--- src/sv/nmea_gga_pkg.sv ---
package nmea_gga_pkg;

	// Character codes
	localparam logic [7:0] CH_NUL   = 8'h00;
	localparam logic [7:0] CH_LF    = 8'h0A;
	localparam logic [7:0] CH_START = 8'h24;
	localparam logic [7:0] CH_COMMA = 8'h2C;
	localparam logic [7:0] CH_G     = 8'h47;
	localparam logic [7:0] CH_ZERO  = 8'h30;
	localparam logic [7:0] CH_ONE   = 8'h31;
	localparam logic [7:0] CH_TWO   = 8'h32;

	// Sentence layout
	localparam int unsigned TYPE_POS  = 4;
	localparam logic [3:0]  COMMA_MAX = 4'd15;
	localparam logic [3:0]  LAT_COMMA = 4'd2;
	localparam logic [3:0]  LON_COMMA = 4'd4;
	localparam logic [3:0]  FIX_COMMA = 4'd6;

	// field_kind codes
	localparam logic [1:0] KIND_LAT = 2'd0;
	localparam logic [1:0] KIND_LON = 2'd1;
	localparam logic [1:0] KIND_END = 2'd2;

	typedef struct packed {
		logic [7:0] ch;
		logic [1:0] kind;
		logic       valid;
		logic [7:0] code;
	} res_t;

endpackage

--- src/sv/nmea_gga_parse.sv ---
// Sentence tracker: per-byte state update and result forming.
module nmea_gga_parse #(
	parameter int unsigned SCAN_LIMIT = 100,
	parameter int unsigned LAT_MAX    = 9,
	parameter int unsigned LON_MAX    = 10
) (
	input  logic                clk,
	input  logic                arst_n,
	input  logic                step,
	input  logic [7:0]          rx_byte,
	output logic                res_vld,
	output nmea_gga_pkg::res_t  res
);

	localparam int unsigned PW = $clog2(SCAN_LIMIT + 1);
	localparam int unsigned AW = $clog2(LAT_MAX + 1);
	localparam int unsigned OW = $clog2(LON_MAX + 1);

	logic [PW-1:0] pos_q, pos_n;
	logic [3:0]    cc_q, cc_n;
	logic          in_q, in_n;
	logic          gga_q, gga_n;
	logic [AW-1:0] lat_q, lat_n;
	logic [OW-1:0] lon_q, lon_n;
	logic [7:0]    fix_q, fix_n;
	logic          pend_q, pend_n;

	always_comb begin
		pos_n   = pos_q;
		cc_n    = cc_q;
		in_n    = in_q;
		gga_n   = gga_q;
		lat_n   = lat_q;
		lon_n   = lon_q;
		fix_n   = fix_q;
		pend_n  = pend_q;
		res_vld = 1'b0;
		res     = '0;
		if (rx_byte == nmea_gga_pkg::CH_NUL) begin
			// ignored
		end else if (rx_byte == nmea_gga_pkg::CH_START) begin
			in_n   = 1'b1;
			pos_n  = PW'(1);
			cc_n   = '0;
			gga_n  = 1'b0;
			lat_n  = '0;
			lon_n  = '0;
			pend_n = 1'b0;
		end else if (in_q) begin
			if (pend_q) begin
				fix_n  = rx_byte;
				pend_n = 1'b0;
			end
			if (rx_byte == nmea_gga_pkg::CH_LF) begin
				if (gga_q) begin
					res_vld    = 1'b1;
					res.kind   = nmea_gga_pkg::KIND_END;
					res.code   = fix_n;
					res.valid  = (fix_n == nmea_gga_pkg::CH_ONE) ||
					             (fix_n == nmea_gga_pkg::CH_TWO);
				end
				in_n   = 1'b0;
				gga_n  = 1'b0;
				pend_n = 1'b0;
			end else begin
				if (pos_q == PW'(nmea_gga_pkg::TYPE_POS) && rx_byte == nmea_gga_pkg::CH_G)
					gga_n = 1'b1;
				if (pos_q < PW'(SCAN_LIMIT)) begin
					if (rx_byte == nmea_gga_pkg::CH_COMMA) begin
						if (cc_q < nmea_gga_pkg::COMMA_MAX) begin
							cc_n = cc_q + 4'd1;
							if (cc_n == nmea_gga_pkg::FIX_COMMA && gga_n)
								pend_n = 1'b1;
						end
					end else if (gga_n) begin
						if (cc_q == nmea_gga_pkg::LAT_COMMA && lat_q < AW'(LAT_MAX)) begin
							lat_n    = lat_q + AW'(1);
							res_vld  = 1'b1;
							res.ch   = rx_byte;
							res.kind = nmea_gga_pkg::KIND_LAT;
						end else if (cc_q == nmea_gga_pkg::LON_COMMA &&
						             lon_q < OW'(LON_MAX)) begin
							lon_n    = lon_q + OW'(1);
							res_vld  = 1'b1;
							res.ch   = rx_byte;
							res.kind = nmea_gga_pkg::KIND_LON;
						end
					end
					pos_n = pos_q + PW'(1);
				end
			end
		end
	end

	always_ff @(posedge clk or negedge arst_n) begin
		if (!arst_n) begin
			pos_q  <= '0;
			cc_q   <= '0;
			in_q   <= 1'b0;
			gga_q  <= 1'b0;
			lat_q  <= '0;
			lon_q  <= '0;
			fix_q  <= nmea_gga_pkg::CH_ZERO;
			pend_q <= 1'b0;
		end else if (step) begin
			pos_q  <= pos_n;
			cc_q   <= cc_n;
			in_q   <= in_n;
			gga_q  <= gga_n;
			lat_q  <= lat_n;
			lon_q  <= lon_n;
			fix_q  <= fix_n;
			pend_q <= pend_n;
		end
	end

endmodule

--- src/sv/nmea_gga_out_reg.sv ---
// Result register; frees in the same cycle the beat is taken.
module nmea_gga_out_reg (
	input  logic                clk,
	input  logic                arst_n,
	input  logic                load,
	input  nmea_gga_pkg::res_t  res,
	output logic                room,
	output logic                out_valid,
	input  logic                out_ready,
	output nmea_gga_pkg::res_t  res_q
);

	logic vld_q;

	assign room      = !vld_q || out_ready;
	assign out_valid = vld_q;

	always_ff @(posedge clk or negedge arst_n) begin
		if (!arst_n) begin
			vld_q <= 1'b0;
		end else if (room) begin
			vld_q <= load;
		end
	end

	always_ff @(posedge clk) begin
		if (room && load)
			res_q <= res;
	end

endmodule

--- src/sv/nmea_gga_position_extractor_unit.sv ---
// NMEA 0183 GGA position extractor. Takes one receiver byte per beat on the
// in channel and returns latitude and longitude characters of GGA sentences,
// one per beat on the out channel, followed on LF by an end marker that
// carries the last captured fix quality character and whether it is '1' or
// '2'. Throughput is one byte per clock when the out channel does not stall.
// An accepted byte is held in the input register until the result register
// has room, then its result is loaded into the result register and shown on
// the out channel. Bytes that produce no result still pass through the input
// register and update the sentence state. Output stalls back-pressure the
// input only once both the input register and the result register are full.
module nmea_gga_position_extractor_unit #(
	parameter int unsigned SCAN_LIMIT = 100,
	parameter int unsigned LAT_MAX    = 9,
	parameter int unsigned LON_MAX    = 10
) (
	input  logic       clk,
	input  logic       arst_n,
	input  logic       in_valid,
	output logic       in_ready,
	input  logic [7:0] rx_byte,
	output logic       out_valid,
	input  logic       out_ready,
	output logic [7:0] out_char,
	output logic [1:0] field_kind,
	output logic       fix_valid,
	output logic [7:0] fix_code
);

	// input register
	logic       vld_s1;
	logic [7:0] byte_s1;

	logic               room;
	logic               step;
	logic               res_vld;
	nmea_gga_pkg::res_t res;
	nmea_gga_pkg::res_t res_q;

	// byte in stage 1 moves on whenever the result slot can take it
	assign step     = vld_s1 && room;
	assign in_ready = !vld_s1 || room;

	always_ff @(posedge clk or negedge arst_n) begin
		if (!arst_n) begin
			vld_s1 <= 1'b0;
		end else if (in_ready) begin
			vld_s1 <= in_valid;
		end
	end

	always_ff @(posedge clk) begin
		if (in_ready && in_valid)
			byte_s1 <= rx_byte;
	end

	nmea_gga_parse #(
		.SCAN_LIMIT (SCAN_LIMIT),
		.LAT_MAX    (LAT_MAX),
		.LON_MAX    (LON_MAX)
	) u_parse (
		.clk     (clk),
		.arst_n  (arst_n),
		.step    (step),
		.rx_byte (byte_s1),
		.res_vld (res_vld),
		.res     (res)
	);

	nmea_gga_out_reg u_out (
		.clk       (clk),
		.arst_n    (arst_n),
		.load      (step && res_vld),
		.res       (res),
		.room      (room),
		.out_valid (out_valid),
		.out_ready (out_ready),
		.res_q     (res_q)
	);

	assign out_char   = res_q.ch;
	assign field_kind = res_q.kind;
	assign fix_valid  = res_q.valid;
	assign fix_code   = res_q.code;

endmodule

--- config.mk ---
export PLATFORM = sky130hd
export DESIGN_NAME = nmea_gga_position_extractor_unit
export DESIGN_NICKNAME = d
export VERILOG_FILES = /design/src/sv/nmea_gga_pkg.sv /design/src/sv/nmea_gga_parse.sv /design/src/sv/nmea_gga_out_reg.sv /design/src/sv/nmea_gga_position_extractor_unit.sv
export SDC_FILE = /design/constraint.sdc
export NUM_CORES = 1
export LEC_CHECK = 0
export ABC_AREA = 0
export BUFFER_PORTS_ARGS = -buffer_cell sky130_fd_sc_hd__buf_2
export CORE_UTILIZATION = 50
export CTS_CLUSTER_SIZE = 25
export DETAILED_ROUTE_END_ITERATION = 10
export GPL_TIMING_DRIVEN = 0
export HOLD_SLACK_MARGIN = 0.08
export PLACE_DENSITY = 0.77
export SLEW_MARGIN = 20
export SYNTH_ARGS = -nofsm -noshare
export SYNTH_HDL_FRONTEND = slang
export SYNTH_SLANG_ARGS = --single-unit
export TNS_END_PERCENT = 1
--- constraint.sdc ---
create_clock -name clk -period 5.2 [get_ports clk]
set_input_delay 0.78 -clock clk [delete_from_list [all_inputs] [get_ports clk]]
set_output_delay 0.78 -clock clk [all_outputs]
set_load 0.05 [all_outputs]
* Word-level counts from Yosys, hierarchy flattened
Cells that the tools add are included.
** Storage, ports and cells
- Register bits after elaboration :: 59
- Bits in latches :: 0
- Memory bits (writable) :: 0
- ROM bits :: 0
- Bits of input ports :: 12
- Output and inout bits :: 21
- Memories kept :: 0
** Cells by class
- Add/sub/neg operators :: 4
- Multipliers :: 0
- Div/mod/pow operators :: 0
- $lt $le $gt $ge :: 4
- Equality and inequality tests :: 13
- Shift operators :: 0
- Multiplexer cells :: 64
- Bitwise gates (word level) :: 7
- Reduce and logical (&&, ||, !) cells :: 31
** Operators by type and width (number)
- $mux W4 :: 21
- $eq A8 B6 Y1 const B :: 4
- $mux W8 :: 4
- $mux W1 :: 28
- $mux W7 :: 4
- $mux W10 :: 2
- $reduce_bool A2 Y1 :: 7
- $add A4 B1 Y4 const B :: 3
- $lt A4 B4 Y1 const B :: 3
- $mux W11 :: 1
- $reduce_and A9 Y1 :: 1
- $eq A4 B3 Y1 const B :: 2
- $eq A8 B4 Y1 const B :: 1
- $eq A8 B7 Y1 const B :: 1
- $logic_and A1 B1 Y1 :: 8
- $logic_not A8 Y1 :: 1
- $mux W2 :: 4
- $reduce_and A8 Y1 :: 1
- $add A7 B1 Y7 const B :: 1
- $eq A7 B3 Y1 const B :: 1
- $lt A7 B7 Y1 const B :: 1
- $not A1 Y1 :: 7
- $reduce_and A7 Y1 :: 1
- $reduce_or A7 Y1 :: 1
- 10 further kinds :: 15

* Logic depth before layout (Yosys ltp)
- Depth in word-level cells :: 16
- Depth in mapped cells :: 9
- Gate-level depth less buffers :: 8

* Hierarchy
From an unflattened synthesis, not the netlist that was laid out.
** Unflattened totals
- Cells, all modules :: 275
- Area, all modules :: 3088.0 µm²
** Modules (own cells, without submodules)
- nmea_gga_parse :: instances 1, cells an instance 238, area each 2157.1 µm²
- nmea_gga_out_reg :: instances 1, cells an instance 23, area each 624.3 µm²
- nmea_gga_position_extractor_unit :: instances 1, cells an instance 14, area each 306.5 µm²

* Least setup slack after synthesis
OpenSTA, ideal clock, no wires.
- Kind :: flip-flop to flip-flop
- Start point :: register byte_s1[1]
- End point :: register u_out.res_q[0] (netlist name)
- Setup time :: 398 ps
- Arrival time :: 2354 ps
- Slack :: 2448 ps
- Stages on the path, launching flop included :: 6
- Path buffers :: 1
- Cell sequence :: edfxtp_1 clkbuf_1 or4bb_1 nor2_1 a32oi_1 nor2b_1
** Between the ends
- Longest elaborated chain between the ends :: 16
- Elaborated cells between the ends (all ways) :: 20
- Those cells by class :: eq/ne: 4; mux: 12; reduce/logical: 4
** Ends and longest elaborated chain
- start: declaration :: line nmea_gga_position_extractor_unit.sv:31 : logic [7:0] byte_s1;
- start signal: assignment :: line nmea_gga_position_extractor_unit.sv:53 : byte_s1 <= rx_byte;
- $eq A8 B7 Y1 :: line nmea_gga_parse.sv:66 : if (pos_q == PW'(nmea_gga_pkg::TYPE_POS) && rx_byte == nmea_gga_pkg::CH_G)
- $logic_and A1 B1 Y1 :: line nmea_gga_parse.sv:66
- $mux W1 :: line nmea_gga_parse.sv:66
- $mux W1 :: line nmea_gga_parse.sv:54 : if (rx_byte == nmea_gga_pkg::CH_LF) begin
- $mux W1 :: line nmea_gga_parse.sv:49 : end else if (in_q) begin
- $mux W1 :: line nmea_gga_parse.sv:41 : end else if (rx_byte == nmea_gga_pkg::CH_START) begin
- $mux W1 :: line nmea_gga_parse.sv:39 : if (rx_byte == nmea_gga_pkg::CH_NUL) begin
- $mux W1 :: line nmea_gga_parse.sv:75 : end else if (gga_n) begin
- $mux W1 :: line nmea_gga_parse.sv:69 : if (rx_byte == nmea_gga_pkg::CH_COMMA) begin
- $mux W1 :: line nmea_gga_parse.sv:68 : if (pos_q < PW'(SCAN_LIMIT)) begin
- $mux W1 :: line nmea_gga_parse.sv:54
- $mux W1 :: line nmea_gga_parse.sv:49
- $mux W1 :: line nmea_gga_parse.sv:41
- $mux W1 (*) :: line nmea_gga_parse.sv:39
- $logic_and A1 B1 Y1 (*) :: line nmea_gga_position_extractor_unit.sv:72 : .load (step && res_vld),
- $logic_and A1 B1 Y1 (*) :: line nmea_gga_out_reg.sv:27 : if (room && load)
Every way passes the cells marked *; elsewhere a longest branch is shown, timed or not. The select of a mux whose other input is x is not followed.
A chain may end at the register's enable or synchronous reset.

* Final worst setup path
- Start point :: register byte_s1[7]
- End point :: register u_parse.pos_q[0]
** Between the ends
- Longest elaborated chain between the ends :: 3
- Elaborated cells between the ends (all ways) :: 9
- Those cells by class :: eq/ne: 3; mux: 1; bitwise: 1; reduce/logical: 4
** Ends and longest elaborated chain
- $eq A8 B4 Y1 (tied with other cells) :: line nmea_gga_parse.sv:54
- $ne A2 B1 Y1 (no line) (tied with other cells)
- $reduce_and A5 Y1 (no line)
- end signal: assignment :: line nmea_gga_parse.sv:106 : pos_q <= pos_n;
- end: declaration :: line nmea_gga_parse.sv:19 : logic [PW-1:0] pos_q, pos_n;
Several ways; a longest one is shown, not always the timed one.

==> flow_metrics.env <==
export IMPL_end_kind="register"
export IMPL_clk_pin_slew_ns=0.07
export IMPL_hold_buffers=0
export IMPL_wire_per_inst_um=15.2
export IMPL_cts_root_buf="clkbuf_8"
export IMPL_grt_ovfl_total=0
export IMPL_startpoint_type="register"
export IMPL_cp_num_cells=9
export IMPL_ys_seq_elements=59
export IMPL_start_util_pct=52.7
export IMPL_grt_usage_pct=20.5
export IMPL_hold_viol_final=0
export IMPL_power_density_mw_per_mm2=308
export IMPL_async_flop_share_pct=54.2
export IMPL_fp_dieH_um=78.9
export IMPL_ys_top_cells_by_area="edfxtp_1 (27%), dfrtp_1 (25%), ha_1 (3.8%), mux2_2 (3.8%), nor2_1 (2.8%)"
export IMPL_netlist_instances=263
export IMPL_rsz0062_at_grt="no"
export IMPL_setup_tns_ns=0
export IMPL_drive_gt1_share_pct=22.1
export IMPL_syn_to_final_growth_pct=16.4
export IMPL_critPathRequiredTime_ns=5.43
export IMPL_synth_most_common_cell="dfrtp_1"
export IMPL_synth_top_area_cell="edfxtp_1"
export IMPL_cp_top_family="simple AND/OR/NAND/NOR gates"
export IMPL_grt_pass1_wl_um=9590
export IMPL_synth_cells_most_frequent="dfrtp_1 (30), edfxtp_1 (27), nor2_1 (22)"
export IMPL_ys_warn_count=0
export IMPL_clock_sinks=59
export IMPL_htree_levels=3
export IMPL_io_pins=33
export IMPL_diodes=0
export IMPL_clkLatencyLatePin_ns=0.34
export IMPL_crit_arrival_ns=3.09
export IMPL_post_dp_hpwl_um=4150
export IMPL_slew_headroom_pct=40.6
export IMPL_cts_made_buffers=9
export IMPL_die_x_um=78.9
export IMPL_core_mm2=0.00561
export IMPL_grt_max_degree=33
export IMPL_crit_buf_inv=3
export IMPL_path_cells="or4_1 > buf_2 > nor4b_4 > o211a_1 > buf_6 > and2_1 > buf_2 > nand2_1 > mux2_2"
export IMPL_cpMostUsedCell="buf_2"
export IMPL_syn_avg_cell_area_um2=11.2
export IMPL_finalCritPeriodShare_pct=55.1
export IMPL_skew_ns=0.00788
export IMPL_synthesis_nets=284
export IMPL_synth_seq_area_share_pct=54.7
export IMPL_finalNetCount=328
export IMPL_vias=2194
export IMPL_tightestPinTransition_ns=0.883
export IMPL_antenna_found_initial=0
export IMPL_finalPower_w=0.00106
export IMPL_crit_type="register to register"
export IMPL_row_count=27
export IMPL_worst_ir_drop_vdd_uv=190
export IMPL_drcViolationCount=0
export IMPL_ant_nets=0
export IMPL_portBuffers=32
export IMPL_cp_slowest_cell="or4_1"
export IMPL_slew_viol_final=0
export IMPL_cts_tree="done"
export IMPL_min_path_type="input pin to asynchronous set/reset pin"
export IMPL_max_stage_delay_ns=0.56
export IMPL_maxCapViolCount=0
export IMPL_cts_resized=0
export IMPL_fin_crit_ns=2.87
export IMPL_synth_area_mm2=0.00295
export IMPL_viasPerCell=5.71
export IMPL_die_area_mm2=0.00622
export IMPL_finalSetupViolCount=0
export IMPL_reg2reg_depth=9
export IMPL_clockBufferDepth=2
export IMPL_gp_congestion=0.836
export IMPL_drt_iter0_markers=117
export IMPL_status="finished clean"
export IMPL_first_pass_iters=4
export IMPL_synth_edf_count=27
export IMPL_synth_distinct_cells=53
export IMPL_ys_dominant_reg_cell="dfrtp_1"
export IMPL_critPathMaxFanout=10
export IMPL_postCtsSetupBuffers=0
export IMPL_total_leakage_power_nw=1.52
export IMPL_wl_um=5840
export IMPL_fmax_mhz=349
export IMPL_synth_top_area_share_pct=27.5
export IMPL_grt_pass1_vias=2051
## cells in the final DEF, fill, tap and decap left out, types with 2 or more instances in the layout
cell	instances
nor3_1	5
ha_1	9
a31oi_1	3
nand3_1	15
mux2i_1	7
a21oi_1	5
nor2b_1	3
xnor2_1	3
nand2b_1	4
o211ai_1	3
and3_1	4
nand4_1	3
o21ai_0	11
clkbuf_1	5
edfxtp_1	27
buf_2	34
dfstp_2	2
inv_1	12
xor2_1	3
clkinvlp_4	2
and2_1	13
nand2_1	18
nand4_2	2
or4_1	2
a32o_1	3
or3_1	2
mux2_2	10
clkbuf_8	9
o21ai_1	2
o22ai_1	2
o31ai_1	5
bufinv_16	2
dfrtp_1	30
nor4_1	4
nor2_1	22
## registers in the layout (all words and copies together) (netlist names)
signal	flops
u_out.res_q	19
byte_s1	8
u_parse.fix_q	8
u_parse.pos_q	7
u_parse.cc_q	4
u_parse.lat_q	4
u_parse.lon_q	4
u_out.out_valid	1
u_parse.gga_q	1
u_parse.in_q	1
u_parse.pend_q	1
vld_s1	1
## per-layer routing
metal,GRT usage [%],share of wire [%],vias up
met3,4.37,5.0,9
met2,34.1,49,66
li1,-,-,1057
met1,25.3,44,1062
met5,0,0,-
met4,9.82,1.7,0
## path summary, 6_finish.rpt
| path | start | to | slack [ns] |
|---|---|---|---|
| worst max-delay path | byte_s1[7] | u_parse.pos_q[0] | 2.33 |
| worst min-delay path | arst_n | u_parse.fix_q[1] | 0.49 |
| worst min register to register | u_parse.lon_q[3] | u_parse.lon_q[3] | 0.52 |
| max in group asynchronous | arst_n | u_parse.lat_q[1] | 4.25 |
| min in group clk | u_parse.lon_q[3] | u_parse.lon_q[3] | 0.52 |
| worst max register to register | byte_s1[7] | u_parse.pos_q[0] | 2.33 |
## power by group
part	internal (W)	switching, W
sequential	0.000506	0.0000249
combinational	0.0000351	0.0000446
clock	0.000268	0.000182
## worst reg2reg max path, delay by kind of cell, from the launching register on
kind | cells | cell delay [ns]
flip-flops | 1 | 0.51
AND/OR/NAND/NOR | 4 | 1.27
buffers and inverters | 3 | 0.49
multiplexers | 1 | 0.28
AO/OA/AOI/OAI | 1 | 0.21
## cell type report
type,count,area (um^2)
clock buffers,9,124
repair buffers,33,175
flip-flops and latches,59,1610
fillers,473,2170
multi-input cells,184,1260
plain buffers,8,40.0
clock inverters,7,92.6
inverters,12,45.0
well taps,72,90.1
## kinds of logic after synthesis
group / share of synthesized area, %
xor gates and xnor gates: 1.78
AOI/OAI and AO/OA: 10.1
muxes: 6.19
DFF: 54.7
adders and majority gates: 3.81
and+or+nand+nor: 20.6
buffers and inverters: 2.88
## stage by stage
stage / utilization (%) / cells / hold slack, ns / worst slack [ns] / cell area (um^2)
3_3_place_gp: 57.1 / 367 / 0.469 / 1.88 / 3200
3_5_place_dp: 57.4 / 368 / 0.495 / 2.36 / 3220
4_1_cts: 61.3 / 384 / 0.505 / 2.36 / 3440
6_report: 61.3 / 384 / 0.491 / 2.33 / 3440
5_1_grt: 61.3 / 384 / 0.523 / 2.19 / 3440
2_1_floorplan: - / 263 / 0.458 / 2.45 / 2950
No activity file was read; power rests on OpenSTA's default activity.
